### src/rtl/can_error_flood_guard_assert.svh
// Assertion helpers for the CAN error flood guard.
// Each macro checks a property on the rising edge of clk while rst_n is high.
`ifndef CAN_ERROR_FLOOD_GUARD_ASSERT_SVH
`define CAN_ERROR_FLOOD_GUARD_ASSERT_SVH

// The consequent must hold in the same cycle as the antecedent.
`define CEFG_ASSERT_NOW(lbl, ante, cons) \
  lbl: assert property (@(posedge clk) disable iff (!rst_n) (ante) |-> (cons)) \
    else $error("flood guard check failed");

// The consequent must hold in the cycle after the antecedent.
`define CEFG_ASSERT_NEXT(lbl, ante, cons) \
  lbl: assert property (@(posedge clk) disable iff (!rst_n) (ante) |=> (cons)) \
    else $error("flood guard check failed");

`endif

### src/rtl/cefg_pkg.sv
`default_nettype none

package cefg_pkg;

  // Bus state codes carried by the event word.
  localparam logic [2:0] BUS_ACTIVE  = 3'd0;
  localparam logic [2:0] BUS_WARNING = 3'd1;
  localparam logic [2:0] BUS_PASSIVE = 3'd2;
  localparam logic [2:0] BUS_OFF     = 3'd3;
  localparam logic [2:0] BUS_STOPPED = 3'd4;

  // Configuration register indexes.
  localparam logic [1:0] CFG_WINDOW_MS       = 2'd0;
  localparam logic [1:0] CFG_FLOOD_THRESHOLD = 2'd1;
  localparam logic [1:0] CFG_PASSIVE_LIMIT   = 2'd2;

  // Configuration reset values.
  localparam logic [15:0] WINDOW_MS_RST       = 16'd1000;
  localparam logic [15:0] FLOOD_THRESHOLD_RST = 16'd100;
  localparam logic [15:0] PASSIVE_LIMIT_RST   = 16'd10;

  localparam logic [15:0] CNT_MAX = 16'hFFFF;

  // CAN lamp commands.
  typedef enum logic [2:0] {
    LAMP_NONE    = 3'd0,
    LAMP_ACTIVE  = 3'd1,
    LAMP_WARNING = 3'd2,
    LAMP_ERROR   = 3'd3,
    LAMP_OFF     = 3'd4
  } lamp_t;

  typedef struct packed {
    logic [15:0] window_ms;
    logic [15:0] flood_threshold;
    logic [15:0] passive_limit;
  } cfg_t;

  typedef struct packed {
    logic [31:0] window_start;
    logic [15:0] error_event_count;
    logic        throttled;
    logic        forced_off;
    logic [15:0] passive_event_count;
  } guard_state_t;

  typedef struct packed {
    logic  stop_request;
    logic  usb_lamp;
    lamp_t can_lamp;
    logic  throttle_flag;
  } guard_result_t;

  // Counter increment that sticks at the top value.
  function automatic logic [15:0] sat_inc16(input logic [15:0] v);
    return (v == CNT_MAX) ? v : v + 16'd1;
  endfunction

endpackage

`default_nettype wire

### src/rtl/cefg_in_if.sv
`default_nettype none

// Event channel: one bus state change with its timestamp per word.
interface cefg_in_if;
  logic        valid;
  logic        ready;
  logic [2:0]  bus_state;
  logic [31:0] now_ms;

  modport source (output valid, output bus_state, output now_ms, input ready);
  modport sink (input valid, input bus_state, input now_ms, output ready);
endinterface

`default_nettype wire

### src/rtl/cefg_out_if.sv
`default_nettype none

// Result channel: stop request and lamp commands for one event per word.
interface cefg_out_if;
  logic       valid;
  logic       ready;
  logic       stop_request;
  logic       usb_lamp;
  logic [2:0] can_lamp;
  logic       throttle_flag;

  modport source (output valid, output stop_request, output usb_lamp,
                  output can_lamp, output throttle_flag, input ready);
  modport sink (input valid, input stop_request, input usb_lamp,
                input can_lamp, input throttle_flag, output ready);
endinterface

`default_nettype wire

### src/rtl/can_error_flood_guard.sv
`default_nettype none

// CAN error flood guard.
// in_ch carries one controller state-change word per item: bus_state and a
// wrapping millisecond timestamp now_ms. out_ch returns exactly one word per
// event: stop_request, usb_lamp, the final can_lamp command and the
// throttle flag after the event. Both channels use valid/ready and a word
// moves at a rising edge with both high.
// The whole update (window check, counting, flood and per-state handling)
// is one pass of logic from the guard state and the incoming word into the
// state registers and the output register, so a result is valid in the cycle
// after its event is taken, and one event is taken every cycle while the receiver does not stall.
// The output register holds a finished word while the receiver stalls; a new
// event is still taken in the cycle the held word leaves, so a stall costs
// only the cycles during which out_ch.ready is low.
// cfg_we writes cfg_wdata into the register chosen by cfg_index
// (0 window_ms, 1 flood_threshold, 2 passive_limit); other indexes are ignored.
// Synchronous reset loads the register defaults (1000, 100, 10), clears the
// guard state and empties the output register.
module can_error_flood_guard import cefg_pkg::*; (
  input  wire logic        clk,
  input  wire logic        rst_n,
  cefg_in_if.sink          in_ch,
  cefg_out_if.source       out_ch,
  input  wire logic        cfg_we,
  input  wire logic [1:0]  cfg_index,
  input  wire logic [15:0] cfg_wdata
);

  cfg_t          cfg;
  guard_state_t  state_r;
  guard_state_t  state_nxt;
  guard_result_t res_nxt;
  guard_result_t res_r;
  logic          out_valid_r;
  logic          out_valid_nxt;
  logic          in_accept;

  cefg_cfg_regs u_cfg (
    .clk   (clk),
    .rst_n (rst_n),
    .we    (cfg_we),
    .index (cfg_index),
    .wdata (cfg_wdata),
    .cfg   (cfg)
  );

  cefg_update u_update (
    .cur       (state_r),
    .cfg       (cfg),
    .bus_state (in_ch.bus_state),
    .now_ms    (in_ch.now_ms),
    .nxt       (state_nxt),
    .res       (res_nxt)
  );

  // Take a word whenever the output register is empty or being drained.
  assign in_ch.ready = !out_valid_r || out_ch.ready;
  assign in_accept   = in_ch.valid && in_ch.ready;

  always_comb begin
    out_valid_nxt = out_valid_r;
    if (in_accept) begin
      out_valid_nxt = 1'b1;
    end else if (out_ch.ready) begin
      out_valid_nxt = 1'b0;
    end
  end

  // Guard state advances only on an accepted event.
  always_ff @(posedge clk) begin
    if (!rst_n) begin
      state_r     <= '0;
      out_valid_r <= 1'b0;
    end else begin
      out_valid_r <= out_valid_nxt;
      if (in_accept) begin
        state_r <= state_nxt;
      end
    end
  end

  // Result payload register.
  always_ff @(posedge clk) begin
    if (in_accept) begin
      res_r <= res_nxt;
    end
  end

  assign out_ch.valid         = out_valid_r;
  assign out_ch.stop_request  = res_r.stop_request;
  assign out_ch.usb_lamp      = res_r.usb_lamp;
  assign out_ch.can_lamp      = res_r.can_lamp;
  assign out_ch.throttle_flag = res_r.throttle_flag;

  `include "can_error_flood_guard_assert.svh"

  // A held stop request always matches a forced-off controller.
  `CEFG_ASSERT_NOW(a_stop_forced, out_valid_r && res_r.stop_request, state_r.forced_off)
  // The reported throttle flag is the throttle state left by the last event.
  `CEFG_ASSERT_NOW(a_thr_state, out_valid_r, res_r.throttle_flag == state_r.throttled)
  // A USB error command always comes with some CAN lamp command.
  `CEFG_ASSERT_NOW(a_usb_lamp, out_valid_r && res_r.usb_lamp, res_r.can_lamp != LAMP_NONE)
  // Every accepted event leaves a word in the output register.
  `CEFG_ASSERT_NEXT(a_accept_out, in_accept, out_valid_r)

endmodule

`default_nettype wire

### src/rtl/cefg_cfg_regs.sv
`default_nettype none

module cefg_cfg_regs import cefg_pkg::*; (
  input  wire logic        clk,
  input  wire logic        rst_n,
  input  wire logic        we,
  input  wire logic [1:0]  index,
  input  wire logic [15:0] wdata,
  output cfg_t             cfg
);

  cfg_t cfg_r;
  cfg_t cfg_nxt;

  // Decode the register index; writes to unused indexes are dropped.
  always_comb begin
    cfg_nxt = cfg_r;
    if (we) begin
      case (index)
        CFG_WINDOW_MS:       cfg_nxt.window_ms       = wdata;
        CFG_FLOOD_THRESHOLD: cfg_nxt.flood_threshold = wdata;
        CFG_PASSIVE_LIMIT:   cfg_nxt.passive_limit   = wdata;
        default:             cfg_nxt                 = cfg_r;
      endcase
    end
  end

  always_ff @(posedge clk) begin
    if (!rst_n) begin
      cfg_r.window_ms       <= WINDOW_MS_RST;
      cfg_r.flood_threshold <= FLOOD_THRESHOLD_RST;
      cfg_r.passive_limit   <= PASSIVE_LIMIT_RST;
    end else begin
      cfg_r <= cfg_nxt;
    end
  end

  assign cfg = cfg_r;

endmodule

`default_nettype wire

### src/rtl/cefg_update.sv
`default_nettype none

module cefg_update import cefg_pkg::*; (
  input  wire guard_state_t  cur,
  input  wire cfg_t          cfg,
  input  wire logic [2:0]    bus_state,
  input  wire logic [31:0]   now_ms,
  output guard_state_t       nxt,
  output guard_result_t      res
);

  logic [31:0] elapsed;
  logic        expire;
  logic [15:0] err_cnt;
  logic        flood;
  logic        done;
  logic [15:0] passive_inc;

  always_comb begin
    nxt = cur;
    res.stop_request  = 1'b0;
    res.usb_lamp      = 1'b0;
    res.can_lamp      = LAMP_NONE;
    res.throttle_flag = 1'b0;

    // Window expiry: the wrapping distance from the window start.
    elapsed = now_ms - cur.window_start;
    expire  = elapsed > {16'd0, cfg.window_ms};
    if (expire) begin
      nxt.error_event_count = 16'd0;
      nxt.window_start      = now_ms;
      nxt.throttled         = 1'b0;
    end

    // Every state other than error active counts as an error event.
    err_cnt = nxt.error_event_count;
    if (bus_state != BUS_ACTIVE) begin
      err_cnt = sat_inc16(err_cnt);
    end
    nxt.error_event_count = err_cnt;

    // Flood: throttle the lamps once and force the controller off once.
    flood = err_cnt > cfg.flood_threshold;
    done  = 1'b0;
    if (flood) begin
      if (!nxt.throttled) begin
        nxt.throttled = 1'b1;
        res.usb_lamp  = 1'b1;
        res.can_lamp  = LAMP_ERROR;
      end
      if (!cur.forced_off) begin
        nxt.forced_off   = 1'b1;
        res.stop_request = 1'b1;
        done             = 1'b1;
      end
    end

    // Per-state handling, skipped when the flood already stopped the bus.
    passive_inc = sat_inc16(cur.passive_event_count);
    if (!done) begin
      case (bus_state)
        BUS_ACTIVE: begin
          nxt.passive_event_count = 16'd0;
          nxt.forced_off          = 1'b0;
          res.can_lamp            = LAMP_ACTIVE;
        end
        BUS_WARNING: begin
          res.can_lamp = LAMP_WARNING;
        end
        BUS_PASSIVE: begin
          nxt.passive_event_count = passive_inc;
          res.can_lamp            = LAMP_ERROR;
          if (passive_inc > cfg.passive_limit) begin
            res.stop_request = 1'b1;
            nxt.forced_off   = 1'b1;
            res.usb_lamp     = 1'b1;
            res.can_lamp     = LAMP_OFF;
          end
        end
        BUS_OFF: begin
          nxt.forced_off = 1'b1;
          res.usb_lamp   = 1'b1;
          res.can_lamp   = LAMP_OFF;
        end
        BUS_STOPPED: begin
          res.can_lamp = LAMP_OFF;
        end
        default: begin
          // Unknown states only take part in the flood count.
          res.can_lamp = res.can_lamp;
        end
      endcase
    end

    res.throttle_flag = nxt.throttled;
  end

endmodule

`default_nettype wire
### src/flat_wrapper.sv
// flat-port wrapper written by rule: the top's interface ports become plain ports
module can_error_flood_guard_flat import cefg_pkg::*;
  (clk, rst_n, cfg_we, cfg_index, cfg_wdata, in_ch_valid, in_ch_bus_state, in_ch_now_ms, in_ch_ready, out_ch_valid, out_ch_stop_request, out_ch_usb_lamp, out_ch_can_lamp, out_ch_throttle_flag, out_ch_ready);
  cefg_in_if in_ch_i ();
  cefg_out_if out_ch_i ();
  input  wire logic clk;
  input  wire logic rst_n;
  input  wire logic cfg_we;
  input  wire logic [1:0] cfg_index;
  input  wire logic [15:0] cfg_wdata;
  input wire logic [$bits(in_ch_i.valid)-1:0] in_ch_valid;
  input wire logic [$bits(in_ch_i.bus_state)-1:0] in_ch_bus_state;
  input wire logic [$bits(in_ch_i.now_ms)-1:0] in_ch_now_ms;
  output wire logic [$bits(in_ch_i.ready)-1:0] in_ch_ready;
  output wire logic [$bits(out_ch_i.valid)-1:0] out_ch_valid;
  output wire logic [$bits(out_ch_i.stop_request)-1:0] out_ch_stop_request;
  output wire logic [$bits(out_ch_i.usb_lamp)-1:0] out_ch_usb_lamp;
  output wire logic [$bits(out_ch_i.can_lamp)-1:0] out_ch_can_lamp;
  output wire logic [$bits(out_ch_i.throttle_flag)-1:0] out_ch_throttle_flag;
  input wire logic [$bits(out_ch_i.ready)-1:0] out_ch_ready;
  assign in_ch_i.valid = in_ch_valid;
  assign in_ch_i.bus_state = in_ch_bus_state;
  assign in_ch_i.now_ms = in_ch_now_ms;
  assign in_ch_ready = in_ch_i.ready;
  assign out_ch_valid = out_ch_i.valid;
  assign out_ch_stop_request = out_ch_i.stop_request;
  assign out_ch_usb_lamp = out_ch_i.usb_lamp;
  assign out_ch_can_lamp = out_ch_i.can_lamp;
  assign out_ch_throttle_flag = out_ch_i.throttle_flag;
  assign out_ch_i.ready = out_ch_ready;
  can_error_flood_guard u_core (.clk(clk), .rst_n(rst_n), .in_ch(in_ch_i), .out_ch(out_ch_i), .cfg_we(cfg_we), .cfg_index(cfg_index), .cfg_wdata(cfg_wdata));
endmodule
### config.mk
export PLATFORM = sky130hd
export DESIGN_NAME = can_error_flood_guard_flat
export DESIGN_NICKNAME = d
export VERILOG_FILES = /design/src/rtl/cefg_pkg.sv /design/src/rtl/cefg_in_if.sv /design/src/rtl/cefg_out_if.sv /design/src/rtl/can_error_flood_guard.sv /design/src/rtl/cefg_cfg_regs.sv /design/src/rtl/cefg_update.sv /design/src/flat_wrapper.sv
export VERILOG_INCLUDE_DIRS = /design/src /design/src/rtl
export SDC_FILE = /design/constraint.sdc
export NUM_CORES = 1
export LEC_CHECK = 0
export BUFFER_PORTS_ARGS = -buffer_cell sky130_fd_sc_hd__buf_4
export CAP_MARGIN = 0
export CELL_PAD_IN_SITES_DETAIL_PLACEMENT = 1
export CELL_PAD_IN_SITES_GLOBAL_PLACEMENT = 1
export CORE_MARGIN = 2
export CORE_UTILIZATION = 30
export DETAILED_ROUTE_END_ITERATION = 6
export GPL_ROUTABILITY_DRIVEN = 1
export PLACE_DENSITY = 0.64
export SLEW_MARGIN = 20
export SYNTH_ARGS = -nofsm -noshare
export SYNTH_HDL_FRONTEND = slang
export SYNTH_HIERARCHICAL = 1
export SYNTH_SLANG_ARGS = --single-unit
### constraint.sdc
create_clock -name clk -period 20.5 [get_ports clk]
set_input_delay 0 -clock clk [delete_from_list [all_inputs] [get_ports clk]]
set_output_delay 0 -clock clk [all_outputs]
set_load 0.05 [all_outputs]
==> key figures <==
Run status
  • Outcome: finished with violations
  • Violated checks: negative hold slack

STA
  • Post-route minimum period: 8709 ps
  • RSZ-0062 raised after global routing: false
  • Setup ws final: 11,790 ps
  • Final hold vios: 1
  • Final setup TNS: 0 ps
  • Crit share post-route: 0.4248
  • Final setup vio count: 0
  • Final hold slack: -0.5822 ps
  • Worst Clk Skew: between 10 and 15 ps
  • Worst-margin pin slew: 1056 ps
  • Fmax: 0.1148 GHz
  • Max_slew headroom: 0.2940
  • Fin. max-slew vios: 0

Placed design
  • Count of buffers from port buffering: 65
  • DP HPWL: 20,130 µm
  • Cell total after placement: 1,678
  • Setup WS pre-CTS: 11,870 ps
  • Gpl congestion: 0.7972

Global routing
  • Initial antenna violation count: 0
  • Overflow after GRT: 0
  • Overall Global Routing Usage: 0.1636
  • Largest net degree at the start of global routing: 110
  • Vias in the first global route: roughly 8,600
  • First-pass GRT wire length: around 45,000 µm

Routing
  • Total Wirelength: 27,560 µm
  • DR vias/cell: 4.929
  • DRC Markers: 0
  • Detail Route Antenna Nets: 0
  • TritonRoute pass-1 iters: 5
  • Vias: about 8,700
  • Detailed-route wire length per cell: roughly 16 µm
  • Number of DRC markers in iteration 0: 443

Critical path
  • Startpoint Class: flop
  • Crit-path max FO: 32
  • Crit path capture type: flop
  • CP startpoint: u_core/state_r[40]
  • Crit Path Class: flop to flop
  • Worst Path Required: 20,850 ps
  • Worst path slowest cell: o31ai_1
  • Worst path most repeated cell: o21ai_0
  • Crit path DAT: 9060 ps
  • CP peak stage delay: 830 ps
  • RR Startpoint: u_core/state_r[40]

Yosys
  • Synth Instances: 1,229
  • Sequential fraction of the synthesis area: 0.2531
  • Post-synth EDFFs: 6
  • Top cells by count, synth: nand2_1 (269), dfxtp_1 (115), mux2i_1 (115)
  • Ys async rst share: 0
  • Share of the synthesized area in the top cell type: 0.2347
  • Main synth FF type: dfxtp_1
  • Area leader, netlist: dfxtp_1
  • #FFs+latches synth: between 100 and 150
  • Top post-synthesis cells by area: dfxtp_1 (23%), mux2i_1 (12%), ha_1 (10%)
  • Synth warn: 6
  • Mapped Nets: 1,369
  • Synth Cell Area: slightly below 10,000 µm²
  • Syn Area/Cell: 7.981 µm²
  • Count leader, synth: nand2_1
  • Synth cell types: 74

Clock network
  • TritonCTS clock tree: yes
  • H-Tree Depth: 4
  • Clock sink total: 121
  • Clk_lat worst skew: 430 ps
  • Max clock buf depth: 2
  • CTS buffer count: 17
  • CTS clock-pin slew for the worst setup and hold paths: about 70 ps
  • CTS Root Cell: clkbuf_16

Final layout
  • # diodes: 0
  • Fillers: 3,981
  • Layout cells sized above 1: 0.1138
  • Final #Nets: 1,445
  • Layout area overhead: 17.97%
  • Post-route insts no fill: 1,760

Hold path
  • Worst Hold Class: input pin to flop
  • Min-Delay Startpoint: in_ch_now_ms[3]

Floorplan
  • Area of the core: 32,370 µm²
  • Initial Util: 0.3030
  • Top Ports: 66
  • Die Y: 184.8 µm
  • Die width: approximately 180 µm
  • Core Rows: 66
  • Die area: 34,160 µm²

Pwr
  • Cell leakage power: 5.002 nW
  • Power Density: 63.62 nW/µm²
  • VDD IR max: 54.19 µV

Run
  • MaxCap Viol Count: 0
==> cell type report <==
cell class	instances	area, µm²	area share
flip-flops and latches	121	2482	0.2145
repair buffers	120	1039	0.08975
multi-input cells	945	6525	0.5639
well taps	442	553.0	0.04779
clock inverters	15	171.4	0.01481
clock buffers	17	425.4	0.03676
inverters	100	375.4	0.03244
==> worst max-delay path, delay by kind of cell (launching register included) <==
kind | cells | cell delay [ps]
compound gates | 14 | 2950
xor+xnor | 2 | 330
fa+ha+maj | 4 | 1200
buf+inv | 2 | 320
flops | 1 | 350
mux | 1 | 150
simple gates | 18 | 3300
==> registers in the layout (all words and copies together), names as in the netlist <==
register                     cells
u_core/out_ch.can_lamp           3
u_core/out_ch.valid              1
u_core/out_ch.throttle_flag      1
u_core/out_ch.stop_request       1
u_core/u_cfg/cfg                48
u_core/state_r                  66
u_core/out_ch.usb_lamp           1
==> layer usage <==
layer | GRT usage | wire length, µm | vias to the layer above | share of wire
met4 | 0.03683 | 205 | 0 | 0.0074
met1 | 0.2293 | 14160 | 4171 | 0.51
met5 | 0 | 0 | - | 0
met2 | 0.2655 | 12520 | 103 | 0.45
met3 | 0.02281 | 673 | 10 | 0.024
li1 | - | - | 4391 | -
==> cells by family after synthesis <==
family | share of synthesized area
XOR/XNOR | 0.03572
buffers and inverters | 0.08177
AND/OR/NAND/NOR | 0.2272
AO/OA/AOI/OAI | 0.1332
adder cells (fa/ha/maj) | 0.1054
multiplexers | 0.1637
flip-flops | 0.2531
==> what timing repair did <==
item                      in CTS  in global routing
hold endpoints to repair      73                  0
resized for setup              0                  0
hold buffers                  49                  0
buffers inserted               0                  0
==> path summary, 6_finish.rpt <==
path,cells after the start,to,slack [ps]
hold reg to reg,2,u_core/u_cfg/cfg[2],460
setup / recovery,41,u_core/state_r[0],11790
setup reg to reg,41,u_core/state_r[0],11790
hold / removal,4,u_core/state_r[37],-0.6
==> stage by stage <==
| stage | hold WS (ps) | power, mW | cell area [µm²] | util |
|---|---|---|---|---|
| finish | -0.5822 | 0.7361 | 11570 | 0.3575 |
| global route | 10.17 | 0.7760 | 11570 | 0.3575 |
| CTS | 0.2826 | 0.7463 | 11550 | 0.3569 |
| detailed placement | 275.6 | 0.4209 | 10470 | 0.3233 |
| global placement | 272.6 | 0.4179 | 10470 | 0.3233 |
| floorplan | 138.8 | 0.3774 | 9808 | - |
==> cells in the final DEF (no fill, tap or decap), types with 25 or more instances in the layout <==
master / instances
nor2_1: 53
nand2_1: 269
mux2i_1: 115
mux2_4: 25
inv_1: 100
buf_4: 68
dfxtp_1: 115
a21oi_1: 66
nand4_1: 25
dlygate4sd3_1: 49
ha_1: 81
o21ai_0: 34
==> power by group <==
group | switching [mW] | internal [mW] | leakage, nW
clock network | 0.137 | 0.174 | 0.292
registers | 0.00584 | 0.246 | 0.998
logic | 0.0992 | 0.0733 | 3.71
Power figures use the tool's default switching activity.
